[src/hdl/srs_pkg.sv]
// ----------------------------------------------------------------------------
// srs_pkg
// Shared types, codes and constants of the swing ride sequencer.
// ----------------------------------------------------------------------------
package srs_pkg;

    localparam int unsigned TIME_W        = 32;
    localparam int unsigned POS_W         = 16;
    localparam int unsigned CFG_W         = 24;
    localparam int unsigned CFG_IDX_W     = 3;
    localparam int unsigned HISTORY_DEPTH = 5;

    // Ride modes
    typedef enum logic [3:0] {
        MODE_IDLE  = 4'd0,
        MODE_LOAD  = 4'd1,
        MODE_HANG  = 4'd2,
        MODE_SWING = 4'd3,
        MODE_SPIN  = 4'd4,
        MODE_BRAKE = 4'd5,
        MODE_EMERG = 4'd6,
        MODE_CATAS = 4'd7,
        MODE_LOCK  = 4'd8
    } t_mode;

    // Event codes of an input word
    typedef enum logic [1:0] {
        ACT_LOOP  = 2'd0,
        ACT_EDGE  = 2'd1,
        ACT_START = 2'd2,
        ACT_HOME  = 2'd3
    } t_action;

    // Configuration register indexes
    typedef enum logic [CFG_IDX_W-1:0] {
        CFG_LOCKOUT   = 3'd0,
        CFG_LOAD_WAIT = 3'd1,
        CFG_PUSH      = 3'd2,
        CFG_SWING_Q   = 3'd3,
        CFG_ROTATE    = 3'd4,
        CFG_SPIN_Q    = 3'd5,
        CFG_BRAKE     = 3'd6,
        CFG_FAULT     = 3'd7
    } t_cfg_idx;

    localparam logic [15:0] RST_LOCKOUT   = 16'd520;
    localparam logic [15:0] RST_LOAD_WAIT = 16'd100;
    localparam logic [15:0] RST_PUSH      = 16'd1000;
    localparam logic [15:0] RST_SWING_Q   = 16'd2000;
    localparam logic [23:0] RST_ROTATE    = 24'd100000;
    localparam logic [15:0] RST_SPIN_Q    = 16'd10000;
    localparam logic [15:0] RST_BRAKE     = 16'd20000;
    localparam logic [15:0] RST_FAULT     = 16'd5000;

    localparam logic [POS_W-1:0]  HOME_POS       = 16'd6;
    localparam logic [POS_W-1:0]  HANG_POS_LIMIT = 16'd10;
    localparam logic [TIME_W-1:0] DEBOUNCE_MS    = 32'd1;
    localparam logic [TIME_W-1:0] RUN_ON_MS      = 32'd500;
    localparam logic [TIME_W-1:0] RUN_OFF_MS     = 32'd10000;
    localparam logic [TIME_W-1:0] FAULT_ON_MS    = 32'd200;
    localparam logic [TIME_W-1:0] FAULT_OFF_MS   = 32'd1000;

    // Hang oscillation: now mod 1200 compared with 600.
    // 1200 = 16 * 75, so the quotient is (now >> 4) / 75 by reciprocal.
    localparam int unsigned PHASE_PERIOD = 1200;
    localparam int unsigned PHASE_HALF   = 600;
    localparam int unsigned PHASE_SHIFT  = 4;
    localparam int unsigned PHASE_ODD    = PHASE_PERIOD >> PHASE_SHIFT;
    localparam int unsigned PHASE_X_W    = TIME_W - PHASE_SHIFT;
    localparam int unsigned RECIP_SHIFT  = PHASE_X_W + 6;
    localparam int unsigned PROD_W       = 2 * PHASE_X_W;
    localparam int unsigned QUOT_W       = PROD_W - RECIP_SHIFT;
    localparam int unsigned REM_W        = 12;
    localparam logic [PHASE_X_W-1:0] PHASE_RECIP =
        PHASE_X_W'((64'd1 << RECIP_SHIFT) / PHASE_ODD);

    typedef struct packed {
        t_action             action;
        logic [TIME_W-1:0]   now_ms;
        logic                sensor_high;
        logic                button_pressed;
    } t_item;

    typedef struct packed {
        logic [3:0]          ride_mode;
        logic                motor_enable;
        logic                motor_dir_pin;
        logic                green_led;
        logic                blink_led;
        logic [POS_W-1:0]    position;
        logic                finished_pulse;
        logic                emergency_pulse;
    } t_result;

    // Actions the sequencer asks of the datapath for one word
    typedef struct packed {
        logic start_upd;
        logic rev;
        logic lrt_edge;
        logic en_set;
        logic en_clr;
        logic pin_clr;
        logic pin_hang;
        logic green_set;
        logic green_clr;
        logic fin;
        logic emg;
    } t_ctl;

endpackage

[src/hdl/srs_in_if.sv]
// ----------------------------------------------------------------------------
// srs_in_if
// Event channel into the sequencer: valid/ready plus one event word.
// ----------------------------------------------------------------------------
interface srs_in_if;
    logic        valid;
    logic        ready;
    logic [1:0]  action;
    logic [31:0] now_ms;
    logic        sensor_high;
    logic        button_pressed;

    modport source (
        output valid, action, now_ms, sensor_high, button_pressed,
        input  ready
    );
    modport sink (
        input  valid, action, now_ms, sensor_high, button_pressed,
        output ready
    );
endinterface

[src/hdl/srs_out_if.sv]
// ----------------------------------------------------------------------------
// srs_out_if
// Status channel out of the sequencer: valid/ready plus one status word.
// ----------------------------------------------------------------------------
interface srs_out_if;
    logic        valid;
    logic        ready;
    logic [3:0]  ride_mode;
    logic        motor_enable;
    logic        motor_dir_pin;
    logic        green_led;
    logic        blink_led;
    logic signed [15:0] position;
    logic        finished_pulse;
    logic        emergency_pulse;

    modport source (
        output valid, ride_mode, motor_enable, motor_dir_pin, green_led,
               blink_led, position, finished_pulse, emergency_pulse,
        input  ready
    );
    modport sink (
        input  valid, ride_mode, motor_enable, motor_dir_pin, green_led,
               blink_led, position, finished_pulse, emergency_pulse,
        output ready
    );
endinterface

[src/hdl/srs_core.sv]
// ----------------------------------------------------------------------------
// srs_core
// Ride state, configuration registers and the combinational update for one
// event word. Returns the status taken after the update.
// ----------------------------------------------------------------------------
module srs_core (
    input  logic                          i_clk,
    input  logic                          i_rst_n,
    input  logic                          i_step,
    input  srs_pkg::t_item                i_item,
    input  logic [srs_pkg::QUOT_W-1:0]    i_quot,
    input  logic                          i_cfg_we,
    input  logic [srs_pkg::CFG_IDX_W-1:0] i_cfg_idx,
    input  logic [srs_pkg::CFG_W-1:0]     i_cfg_data,
    output srs_pkg::t_result              o_res
);
    import srs_pkg::*;

    // Configuration
    logic [15:0] r_lockout, r_load_wait, r_push, r_swing_q, r_spin_q, r_brake, r_fault;
    logic [23:0] r_rotate;

    // Ride state
    t_mode             r_mode, n_mode;
    logic [POS_W-1:0]  r_pos, n_pos;
    logic              r_dir_flag, n_dir_flag;
    logic              r_dir_pin, n_dir_pin;
    logic              r_en, n_en;
    logic              r_green, n_green;
    logic [TIME_W-1:0] r_last_edge, n_last_edge;
    logic [TIME_W-1:0] r_last_rev, n_last_rev;
    logic [TIME_W-1:0] r_hist [HISTORY_DEPTH];
    logic [TIME_W-1:0] n_hist [HISTORY_DEPTH];
    logic [TIME_W-1:0] r_start, n_start;
    logic              r_home_pend, n_home_pend;
    logic [TIME_W-1:0] r_home_time, n_home_time;
    logic              r_blink_on, n_blink_on;
    logic              r_blink_pin, n_blink_pin;
    logic [TIME_W-1:0] r_blink_time, n_blink_time;

    t_ctl              ctl;
    logic [TIME_W-1:0] t;
    logic [TIME_W-1:0] el_start, el_rev, el_home, el_blink, dif;
    logic [TIME_W-1:0] rem_full, s_sum, s_half, s_rest, rev_val;
    logic [REM_W-1:0]  rem0, rem;
    logic              hang_dir, enc_rev, rev_all;

    assign t        = i_item.now_ms;
    assign el_start = t - r_start;
    assign el_rev   = t - r_last_rev;
    assign el_home  = t - r_home_time;
    assign el_blink = t - r_blink_time;

    // now mod 1200 from the registered reciprocal quotient; one correction
    assign rem_full = t - TIME_W'(i_quot) * TIME_W'(PHASE_PERIOD);
    assign rem0     = rem_full[REM_W-1:0];
    assign rem      = (rem0 >= REM_W'(PHASE_PERIOD)) ? rem0 - REM_W'(PHASE_PERIOD) : rem0;
    assign hang_dir = (el_start < TIME_W'(r_push)) ? 1'b0 : (rem > REM_W'(PHASE_HALF));

    // Interval history shift and reversal test
    assign dif = t - r_last_edge;
    always_comb begin
        for (int k = 0; k < HISTORY_DEPTH - 1; k++) begin
            n_hist[k] = r_hist[k+1];
        end
        n_hist[HISTORY_DEPTH-1] = dif;
    end
    assign s_sum   = n_hist[0] + n_hist[1];
    assign s_half  = {s_sum[TIME_W-1], s_sum[TIME_W-1:1]};
    assign s_rest  = n_hist[2] + n_hist[3] + n_hist[4];
    assign rev_val = (s_sum << 1) + s_half - s_rest;
    assign enc_rev = (i_item.action == ACT_EDGE) && (el_rev > TIME_W'(r_lockout))
                     && rev_val[TIME_W-1];

    // Next mode and control actions
    always_comb begin
        t_mode m;
        m   = r_mode;
        ctl = '0;
        unique case (i_item.action)
            ACT_LOOP: begin
                unique case (r_mode)
                    MODE_LOAD: begin
                        if (el_start > TIME_W'(r_load_wait)) begin
                            m             = MODE_HANG;
                            ctl.en_set    = 1'b1;
                            ctl.green_clr = 1'b1;
                            ctl.start_upd = 1'b1;
                        end
                    end
                    MODE_HANG: begin
                        if ($signed(r_pos) < $signed(HANG_POS_LIMIT)) begin
                            ctl.pin_hang = 1'b1;
                        end else begin
                            m             = MODE_SWING;
                            ctl.lrt_edge  = 1'b1;
                            ctl.start_upd = 1'b1;
                        end
                    end
                    MODE_SWING: begin
                        if (el_rev > TIME_W'(r_swing_q)) m = MODE_SPIN;
                        if (el_start > TIME_W'(r_rotate)) m = MODE_BRAKE;
                    end
                    MODE_SPIN: begin
                        if (el_rev > TIME_W'(r_spin_q)) begin
                            m             = MODE_BRAKE;
                            ctl.rev       = 1'b1;
                            ctl.start_upd = 1'b1;
                        end
                    end
                    MODE_BRAKE: begin
                        if (el_start > TIME_W'(r_brake)) begin
                            m           = MODE_IDLE;
                            ctl.en_clr  = 1'b1;
                            ctl.pin_clr = 1'b1;
                            ctl.fin     = 1'b1;
                        end
                    end
                    MODE_CATAS: begin
                        if (el_start > TIME_W'(r_fault)) begin
                            m             = MODE_EMERG;
                            ctl.start_upd = 1'b1;
                        end
                    end
                    MODE_EMERG: begin
                        if (el_start > TIME_W'(r_fault)) m = MODE_LOCK;
                    end
                    MODE_LOCK: begin
                        ctl.en_clr  = 1'b1;
                        ctl.pin_clr = 1'b1;
                    end
                    default: ;
                endcase
                if (i_item.button_pressed) begin
                    unique case (m)
                        MODE_SWING: begin
                            m             = MODE_EMERG;
                            ctl.rev       = 1'b1;
                            ctl.start_upd = 1'b1;
                            ctl.emg       = 1'b1;
                        end
                        MODE_HANG, MODE_IDLE: begin
                            m       = MODE_LOCK;
                            ctl.emg = 1'b1;
                        end
                        MODE_BRAKE: begin
                            m       = MODE_EMERG;
                            ctl.emg = 1'b1;
                        end
                        MODE_SPIN: begin
                            m             = MODE_CATAS;
                            ctl.rev       = 1'b1;
                            ctl.start_upd = 1'b1;
                            ctl.emg       = 1'b1;
                        end
                        MODE_LOAD: begin
                            m             = MODE_LOCK;
                            ctl.green_clr = 1'b1;
                            ctl.emg       = 1'b1;
                        end
                        default: ;
                    endcase
                end
            end
            ACT_START: begin
                if (r_mode == MODE_IDLE) begin
                    m             = MODE_LOAD;
                    ctl.start_upd = 1'b1;
                    ctl.green_set = 1'b1;
                end
            end
            default: ;
        endcase
        n_mode = m;
    end

    // Datapath state
    always_comb begin
        rev_all      = ctl.rev | enc_rev;
        n_start      = ctl.start_upd ? t : r_start;
        n_dir_flag   = r_dir_flag ^ rev_all;
        n_dir_pin    = ctl.pin_hang ? hang_dir : (ctl.pin_clr ? 1'b0 : r_dir_pin ^ rev_all);
        n_en         = ctl.en_set ? 1'b1 : (ctl.en_clr ? 1'b0 : r_en);
        n_green      = ctl.green_set ? 1'b1 : (ctl.green_clr ? 1'b0 : r_green);
        n_last_rev   = enc_rev ? t : (ctl.lrt_edge ? r_last_edge : r_last_rev);
        n_last_edge  = r_last_edge;
        n_pos        = r_pos;
        n_home_pend  = r_home_pend;
        n_home_time  = r_home_time;
        n_blink_on   = r_blink_on;
        n_blink_pin  = r_blink_pin;
        n_blink_time = r_blink_time;

        case (i_item.action)
            ACT_EDGE: begin
                n_pos       = r_dir_flag ? r_pos + 1'b1 : r_pos - 1'b1;
                n_last_edge = t;
            end
            ACT_HOME: begin
                if (i_item.sensor_high) begin
                    n_home_pend = 1'b1;
                    n_home_time = t;
                end
            end
            ACT_LOOP: begin
                // debounce the home edge, then reload the position
                if (r_home_pend && el_home > DEBOUNCE_MS) begin
                    if (i_item.sensor_high) n_pos = HOME_POS;
                    n_home_pend = 1'b0;
                end
                case (n_mode) inside
                    MODE_HANG, MODE_SWING, MODE_SPIN, MODE_BRAKE,
                    MODE_LOCK, MODE_CATAS, MODE_EMERG: begin
                        if (r_blink_on) begin
                            if (el_blink > ((n_mode == MODE_LOCK || n_mode == MODE_CATAS
                                             || n_mode == MODE_EMERG) ? FAULT_ON_MS
                                                                      : RUN_ON_MS)) begin
                                n_blink_on   = 1'b0;
                                n_blink_pin  = 1'b0;
                                n_blink_time = t;
                            end
                        end else if (el_blink > ((n_mode == MODE_LOCK || n_mode == MODE_CATAS
                                                  || n_mode == MODE_EMERG) ? FAULT_OFF_MS
                                                                           : RUN_OFF_MS)) begin
                            n_blink_on   = 1'b1;
                            n_blink_pin  = 1'b1;
                            n_blink_time = t;
                        end
                    end
                    default: begin
                        n_blink_pin = 1'b0;
                        n_blink_on  = 1'b1;
                    end
                endcase
            end
            default: ;
        endcase
    end

    always_ff @(posedge i_clk) begin
        if (!i_rst_n) begin
            r_lockout   <= RST_LOCKOUT;
            r_load_wait <= RST_LOAD_WAIT;
            r_push      <= RST_PUSH;
            r_swing_q   <= RST_SWING_Q;
            r_rotate    <= RST_ROTATE;
            r_spin_q    <= RST_SPIN_Q;
            r_brake     <= RST_BRAKE;
            r_fault     <= RST_FAULT;
        end else if (i_cfg_we) begin
            unique case (t_cfg_idx'(i_cfg_idx))
                CFG_LOCKOUT:   r_lockout   <= i_cfg_data[15:0];
                CFG_LOAD_WAIT: r_load_wait <= i_cfg_data[15:0];
                CFG_PUSH:      r_push      <= i_cfg_data[15:0];
                CFG_SWING_Q:   r_swing_q   <= i_cfg_data[15:0];
                CFG_ROTATE:    r_rotate    <= i_cfg_data[23:0];
                CFG_SPIN_Q:    r_spin_q    <= i_cfg_data[15:0];
                CFG_BRAKE:     r_brake     <= i_cfg_data[15:0];
                CFG_FAULT:     r_fault     <= i_cfg_data[15:0];
                default: ;
            endcase
        end
    end

    always_ff @(posedge i_clk) begin
        if (!i_rst_n) begin
            r_mode       <= MODE_IDLE;
            r_pos        <= '0;
            r_dir_flag   <= 1'b0;
            r_dir_pin    <= 1'b0;
            r_en         <= 1'b0;
            r_green      <= 1'b0;
            r_last_edge  <= '0;
            r_last_rev   <= '0;
            r_start      <= '0;
            r_home_pend  <= 1'b0;
            r_home_time  <= '0;
            r_blink_on   <= 1'b1;
            r_blink_pin  <= 1'b0;
            r_blink_time <= '0;
            for (int k = 0; k < HISTORY_DEPTH; k++) r_hist[k] <= '0;
        end else if (i_step) begin
            r_mode       <= n_mode;
            r_pos        <= n_pos;
            r_dir_flag   <= n_dir_flag;
            r_dir_pin    <= n_dir_pin;
            r_en         <= n_en;
            r_green      <= n_green;
            r_last_edge  <= n_last_edge;
            r_last_rev   <= n_last_rev;
            r_start      <= n_start;
            r_home_pend  <= n_home_pend;
            r_home_time  <= n_home_time;
            r_blink_on   <= n_blink_on;
            r_blink_pin  <= n_blink_pin;
            r_blink_time <= n_blink_time;
            if (i_item.action == ACT_EDGE) begin
                for (int k = 0; k < HISTORY_DEPTH; k++) r_hist[k] <= n_hist[k];
            end
        end
    end

    always_comb begin
        o_res.ride_mode       = n_mode;
        o_res.motor_enable    = n_en;
        o_res.motor_dir_pin   = n_dir_pin;
        o_res.green_led       = n_green;
        o_res.blink_led       = n_blink_pin;
        o_res.position        = n_pos;
        o_res.finished_pulse  = ctl.fin;
        o_res.emergency_pulse = ctl.emg;
    end

endmodule

[src/hdl/swing_ride_sequencer_unit.sv]
// ----------------------------------------------------------------------------
// swing_ride_sequencer_unit
// Pendulum ride motor sequencer: event words in, one status word per event.
// ----------------------------------------------------------------------------
// Takes one event word per clock while the output is not stalled and returns
// one status word per event: the event is captured in an input register,
// then the whole ride state is updated together from it and the status
// lands in the output register. Throughput is one word per cycle while the
// output drains; a stalled output holds the input register, and the input
// side keeps accepting while the output register is free or being drained.
// Configuration writes take effect on the next clock and are meant for idle.
module swing_ride_sequencer_unit (
    input  logic                          i_clk,
    input  logic                          i_rst_n,
    srs_in_if.sink                        i_in,
    srs_out_if.source                     o_out,
    input  logic                          i_cfg_we,
    input  logic [srs_pkg::CFG_IDX_W-1:0] i_cfg_idx,
    input  logic [srs_pkg::CFG_W-1:0]     i_cfg_data
);
    import srs_pkg::*;

    logic                r_in_valid;
    t_item               r_item;
    logic [QUOT_W-1:0]   r_quot;
    logic                r_out_valid;
    t_result             r_res;
    t_result             res;
    logic                step, load;
    logic [PROD_W-1:0]   prod;

    // reciprocal quotient of now / 1200, low by at most one
    assign prod = PROD_W'(i_in.now_ms[TIME_W-1:PHASE_SHIFT]) * PROD_W'(PHASE_RECIP);

    assign step       = r_in_valid && (!r_out_valid || o_out.ready);
    assign i_in.ready = !r_in_valid || step;
    assign load       = i_in.valid && i_in.ready;

    always_ff @(posedge i_clk) begin
        if (!i_rst_n) begin
            r_in_valid  <= 1'b0;
            r_out_valid <= 1'b0;
        end else begin
            if (load)      r_in_valid <= 1'b1;
            else if (step) r_in_valid <= 1'b0;
            if (step)             r_out_valid <= 1'b1;
            else if (o_out.ready) r_out_valid <= 1'b0;
        end
    end

    always_ff @(posedge i_clk) begin
        if (load) begin
            r_item.action         <= t_action'(i_in.action);
            r_item.now_ms         <= i_in.now_ms;
            r_item.sensor_high    <= i_in.sensor_high;
            r_item.button_pressed <= i_in.button_pressed;
            r_quot                <= prod[PROD_W-1:RECIP_SHIFT];
        end
        if (step) r_res <= res;
    end

    srs_core u_core (
        .i_clk      (i_clk),
        .i_rst_n    (i_rst_n),
        .i_step     (step),
        .i_item     (r_item),
        .i_quot     (r_quot),
        .i_cfg_we   (i_cfg_we),
        .i_cfg_idx  (i_cfg_idx),
        .i_cfg_data (i_cfg_data),
        .o_res      (res)
    );

    assign o_out.valid           = r_out_valid;
    assign o_out.ride_mode       = r_res.ride_mode;
    assign o_out.motor_enable    = r_res.motor_enable;
    assign o_out.motor_dir_pin   = r_res.motor_dir_pin;
    assign o_out.green_led       = r_res.green_led;
    assign o_out.blink_led       = r_res.blink_led;
    assign o_out.position        = r_res.position;
    assign o_out.finished_pulse  = r_res.finished_pulse;
    assign o_out.emergency_pulse = r_res.emergency_pulse;

endmodule

[src/flat_wrapper.sv]
// flat-port wrapper written by rule: the top's interface ports become plain ports
module swing_ride_sequencer_unit_flat import srs_pkg::*;
  (i_clk, i_rst_n, i_cfg_we, i_cfg_idx, i_cfg_data, i_in_valid, i_in_action, i_in_now_ms, i_in_sensor_high, i_in_button_pressed, i_in_ready, o_out_valid, o_out_ride_mode, o_out_motor_enable, o_out_motor_dir_pin, o_out_green_led, o_out_blink_led, o_out_position, o_out_finished_pulse, o_out_emergency_pulse, o_out_ready);
  srs_in_if i_in_i ();
  srs_out_if o_out_i ();
  input  logic i_clk;
  input  logic i_rst_n;
  input  logic i_cfg_we;
  input  logic [srs_pkg::CFG_IDX_W-1:0] i_cfg_idx;
  input  logic [srs_pkg::CFG_W-1:0] i_cfg_data;
  input wire logic [$bits(i_in_i.valid)-1:0] i_in_valid;
  input wire logic [$bits(i_in_i.action)-1:0] i_in_action;
  input wire logic [$bits(i_in_i.now_ms)-1:0] i_in_now_ms;
  input wire logic [$bits(i_in_i.sensor_high)-1:0] i_in_sensor_high;
  input wire logic [$bits(i_in_i.button_pressed)-1:0] i_in_button_pressed;
  output wire logic [$bits(i_in_i.ready)-1:0] i_in_ready;
  output wire logic [$bits(o_out_i.valid)-1:0] o_out_valid;
  output wire logic [$bits(o_out_i.ride_mode)-1:0] o_out_ride_mode;
  output wire logic [$bits(o_out_i.motor_enable)-1:0] o_out_motor_enable;
  output wire logic [$bits(o_out_i.motor_dir_pin)-1:0] o_out_motor_dir_pin;
  output wire logic [$bits(o_out_i.green_led)-1:0] o_out_green_led;
  output wire logic [$bits(o_out_i.blink_led)-1:0] o_out_blink_led;
  output wire logic [$bits(o_out_i.position)-1:0] o_out_position;
  output wire logic [$bits(o_out_i.finished_pulse)-1:0] o_out_finished_pulse;
  output wire logic [$bits(o_out_i.emergency_pulse)-1:0] o_out_emergency_pulse;
  input wire logic [$bits(o_out_i.ready)-1:0] o_out_ready;
  assign i_in_i.valid = i_in_valid;
  assign i_in_i.action = i_in_action;
  assign i_in_i.now_ms = i_in_now_ms;
  assign i_in_i.sensor_high = i_in_sensor_high;
  assign i_in_i.button_pressed = i_in_button_pressed;
  assign i_in_ready = i_in_i.ready;
  assign o_out_valid = o_out_i.valid;
  assign o_out_ride_mode = o_out_i.ride_mode;
  assign o_out_motor_enable = o_out_i.motor_enable;
  assign o_out_motor_dir_pin = o_out_i.motor_dir_pin;
  assign o_out_green_led = o_out_i.green_led;
  assign o_out_blink_led = o_out_i.blink_led;
  assign o_out_position = o_out_i.position;
  assign o_out_finished_pulse = o_out_i.finished_pulse;
  assign o_out_emergency_pulse = o_out_i.emergency_pulse;
  assign o_out_i.ready = o_out_ready;
  swing_ride_sequencer_unit u_core (.i_clk(i_clk), .i_rst_n(i_rst_n), .i_in(i_in_i), .o_out(o_out_i), .i_cfg_we(i_cfg_we), .i_cfg_idx(i_cfg_idx), .i_cfg_data(i_cfg_data));
endmodule
[config.mk]
export PLATFORM = sky130hd
export DESIGN_NAME = swing_ride_sequencer_unit_flat
export DESIGN_NICKNAME = d
export VERILOG_FILES = /design/src/hdl/srs_pkg.sv /design/src/hdl/srs_in_if.sv /design/src/hdl/srs_out_if.sv /design/src/hdl/srs_core.sv /design/src/hdl/swing_ride_sequencer_unit.sv /design/src/flat_wrapper.sv
export SDC_FILE = /design/constraint.sdc
export NUM_CORES = 2
export LEC_CHECK = 0
export ABC_AREA = 1
export BUFFER_PORTS_ARGS = -buffer_cell sky130_fd_sc_hd__buf_2
export CAP_MARGIN = 40
export CORE_UTILIZATION = 25
export DETAILED_ROUTE_END_ITERATION = 8
export MAX_ROUTING_LAYER = met4
export PLACE_DENSITY = 0.36
export SLEW_MARGIN = 40
export SYNTH_ARGS = -nofsm -noshare
export SYNTH_HDL_FRONTEND = slang
export SYNTH_SLANG_ARGS = --single-unit
[constraint.sdc]
create_clock -name i_clk -period 7.1 [get_ports i_clk]
set_clock_uncertainty 0.1 [all_clocks]
set_input_delay 0.355 -clock i_clk [delete_from_list [all_inputs] [get_ports i_clk]]
set_output_delay 0.355 -clock i_clk [all_outputs]
set_load 0.03 [all_outputs]
==> metrics.md <==
| Metric | Value |
|---|---|
| Status | complete, no violations |
| Switching Fraction | 0.474 |
| Worst slew pin tran | about 770 ps |
| Vias per cell | 4.41 |
| P&R area growth vs syn | 21.0% |
| Initial Util | 0.252 |
| Largest net degree at the start of global routing | 90 |
| CTS root buffer | clkbuf_16 |
| Fin crit share | 0.965 |
| Multi-input logic area | 0.0312 sq mm |
| Sequential share of the synthesized area | 0.259 |
| Crit end category | flop |
| Syn Inst Count | 6127 |
| Worst r2r src | u_core.r_item[2] |
| WHS Path Cells | 1 |
| HP Class | in2reg |
| Setup Crit Path Kind | reg2reg |
| Clock sink total | 523 |
| Yosys cell types | 64 |
| Critical Path Slowest Stage Cell | fa_1 |
| Placement Setup Slack | -379 ps |
| Fin nets | 7551 |
| Gr ovfl total | 0 |
| Worst setup SP type | flop |
| WP data required | 7570 ps |
| WL final | 168000 microns |
| Pwr Total | 21.9 mW |
| Share of cells above drive strength 1 | 0.116 |
| FF-to-FF setup slack | 250 ps |
| GRT Overall Usage | 0.177 |
| Setup TNS | 0 ps |
| Internal | 11.5 mW |
| Clk pwr share | 0.172 |
| Critical Path Max Stage Delay | 520 ps |
| Register area | 0.0125 sq mm |
| Via count of the routed design | between 40000 and 50000 |
| Leading area contributor after synthesis | ha_1 |
| Core area | 0.191 sq mm |
| Mapped Area | just under 0.05 sq mm |
| Final setup viols | 0 |
| Unrepaired setup endpoints after global routing | true |
| Post-synth EDFFs | 198 |
| Total iterations of the first detailed-routing run | 5 |
| Worst Setup EP | u_core.u_core.r_last_rev[19] |
| Die ar. | 0.194 sq mm |
| DP HPWL | ~130000 microns |
| Crit-path max FO | 6 |
| YS warnings | 0 |
| CP dominant cell by count | nand2_2 |
| Placement Cell Area | about 0.054 sq mm |
| Number of global-route vias before repair | 40800 |
| CTS buffer count | 73 |
| I/O pin count | 96 |
| Syn avg cell area | 7.85 sq um |
| Leakage power | 27.1 nW |
| Port-buffer cells | 95 |
| Switch Pwr | around 10 mW |
| Final hold vios | 0 |
| Fillers | between 20000 and 25000 |
| Wire length per cell | 18.4 microns |
| Layout Utilization | 0.305 |
| Crit Reg-Reg Endpoint | u_core.u_core.r_last_rev[19] |
| DRC violations left | 0 |
| H-tree depth | 3 |
| Worst-path clk slew | 60 ps |
| ANT nets after route | 0 |
| Top FF cell, synth | dfxtp_1 |
| Register share of total power | 0.164 |
| Slew HR | 0.487 |
| Logic pwr share | 0.663 |
| Die X | 441 microns |
| Die height | 441 microns |
| Crit path setup slack, layout | 247 ps |
| Worst R2R Path Depth | 47 |
| Final Cell Area | just under 0.06 sq mm |
| CTS tree | yes |
| WP data arrival | around 7300 ps |
| First-pass GRT wire length | 253000 microns |
| Initial antenna violation count | 11 |
| Rows | 160 |
| Crit path time final | 6850 ps |
| Yosys top cell area share | 0.158 |
| Clk_lat worst skew | 690 ps |
| Synthesized netlist net count | 7144 |
| Slew Viols, Final | 0 |
| Max VDD drop | 933 uV |
| MaxCap Viol Count | 0 |
| Async S/R FF share, synth | 0 |
| Max Fclk | roughly 150 MHz |
| Largest cells by area after synthesis | ha_1 16%, fa_1 14%, dfxtp_1 14% |
| 1st-iter DRT viols | between 1500 and 2000 |
| Yosys reg bits | roughly 520 |
| Clock buffer depth | 3 |
| GP Congestion | 0.905 |
| Hold Path Origin | i_in_now_ms[9] |
| Crit path launch | u_core.r_item[2] |
| Pwr dens | 376 mW/mm^2 |
-- cells in the final DEF, fill, tap and decap left out, types with 42 or more instances in the layout --
| cell type | instances |
|---|---|
| nor3_1 | 53 |
| fa_1 | 337 |
| xor2_1 | 114 |
| o21ai_0 | 309 |
| dlygate4sd3_1 | 45 |
| inv_1 | 1301 |
| o21ai_1 | 50 |
| nor2_1 | 424 |
| buf_2 | 94 |
| ha_1 | 582 |
| o211ai_1 | 42 |
| clkbuf_16 | 89 |
| a21oi_1 | 543 |
| dfxtp_1 | 325 |
| nand2_1 | 946 |
| nand2_2 | 53 |
| nand3_1 | 198 |
| buf_4 | 264 |
| edfxtp_1 | 198 |
| xnor2_1 | 69 |
| nand4_1 | 75 |
-- state kept, by name, indices dropped and copies added, names as in the netlist, 4 cells and up --
signal,flops
u_core.o_out.ride_mode,4
u_core.u_core.r_mode,4
u_core.u_core.r_rotate,24
u_core.u_core.r_blink_time,32
u_core.u_core.r_load_wait,16
u_core.u_core.r_start,32
u_core.r_item,36
u_core.u_core.r_swing_q,16
u_core.u_core.r_fault,16
u_core.r_quot,8
u_core.u_core.r_hist,128
u_core.u_core.r_last_edge,32
u_core.u_core.r_home_time,32
u_core.u_core.r_spin_q,16
u_core.u_core.r_pos,16
u_core.u_core.r_push,16
u_core.o_out.position,16
u_core.u_core.r_brake,16
u_core.u_core.r_last_rev,32
u_core.u_core.r_lockout,16
-- logic make-up after synthesis --
group / Yosys count / synth area share
AOI/OAI and AO/OA: 1145 / 0.130
xor gates and xnor gates: 198 / 0.0363
adders and majority gates: 949 / 0.300
buffers and inverters: 1452 / 0.114
DFF: 523 / 0.259
and+or+nand+nor: 1860 / 0.160
-- worst max-delay path: cells and delay by family (launching register included) --
| family | cells | cell delay, ps |
|---|---|---|
| fa+ha+maj | 6 | 2270 |
| flops | 1 | 370 |
| xor+xnor | 1 | 190 |
| simple gates | 21 | 1670 |
| compound gates | 9 | 1080 |
| buf+inv | 10 | 1030 |
-- timing repair --
item | 4_1_cts | 5_1_grt
hold buffers | 45 | 0
endpoints found under the setup margin | 70 | 70
hold endpoints to repair | 94 | 0
resized for setup | 66 | 230
pin swaps | 17 | 79
setup buffers | 17 | 20
cloned | 4 | 12
-- layout make-up --
class,instances,area share
multi-input cells,4153,0.537
flip-flops and latches,523,0.214
inverters,1328,0.0857
repair buffers,455,0.0675
well taps,2511,0.0540
clock buffers,113,0.0387
clock inverters,19,0.00297
diodes,4,0.000172
-- routing by layer --
layer  vias to the layer above  GRT usage  routed length [microns]  share of wire
li1                      20600          -                        -              -
met1                     18900      0.227                    78300           0.47
met2                       487      0.300                    81300           0.48
met3                       147     0.0160                     4580          0.027
met4                         0     0.0420                     3850          0.023
met5                         -          -                        0              0
-- synthesized netlist by cell type (108+ instances only) --
cell type,count
nand3_1,213
ha_1,608
edfxtp_1,198
dfxtp_1,325
clkbuf_1,108
nor2_1,446
nand2_1,1003
fa_1,341
a21oi_1,560
inv_1,1315
o21ai_0,366
xor2_1,128
-- through the flow --
stage          instances  hold slack, ps
2_1_floorplan       6127             335
3_3_place_gp        8870             348
3_5_place_dp        8873             354
4_1_cts             9071            5.26
5_1_grt             9104            39.3
6_report            9106            62.4
-- power by group through the flow --
| stage | clock [mW] | combinational (mW) | sequential, mW |
|---|---|---|---|
| floorplan | 0 | 9.88 | 3.65 |
| global placement | 0 | 14.1 | 3.67 |
| detailed placement | 0 | 14.2 | 3.67 |
| CTS | 3.94 | 14.5 | 3.60 |
| global route | 4.03 | 16.6 | 3.61 |
| finish | 3.77 | 14.5 | 3.60 |
-- worst min-delay path by stage --
stage | endpoint | slack [ps]
6_report | u_core.r_item[11] | 60
5_1_grt | u_core.r_item[11] | 40
3_5_place_dp | u_core.u_core.r_spin_q[3] | 350
2_1_floorplan | u_core.u_core.r_brake[12] | 340
4_1_cts | u_core.r_item[11] | 5
3_3_place_gp | u_core.u_core.r_brake[8] | 350
(Power assumes the default switching activity.)
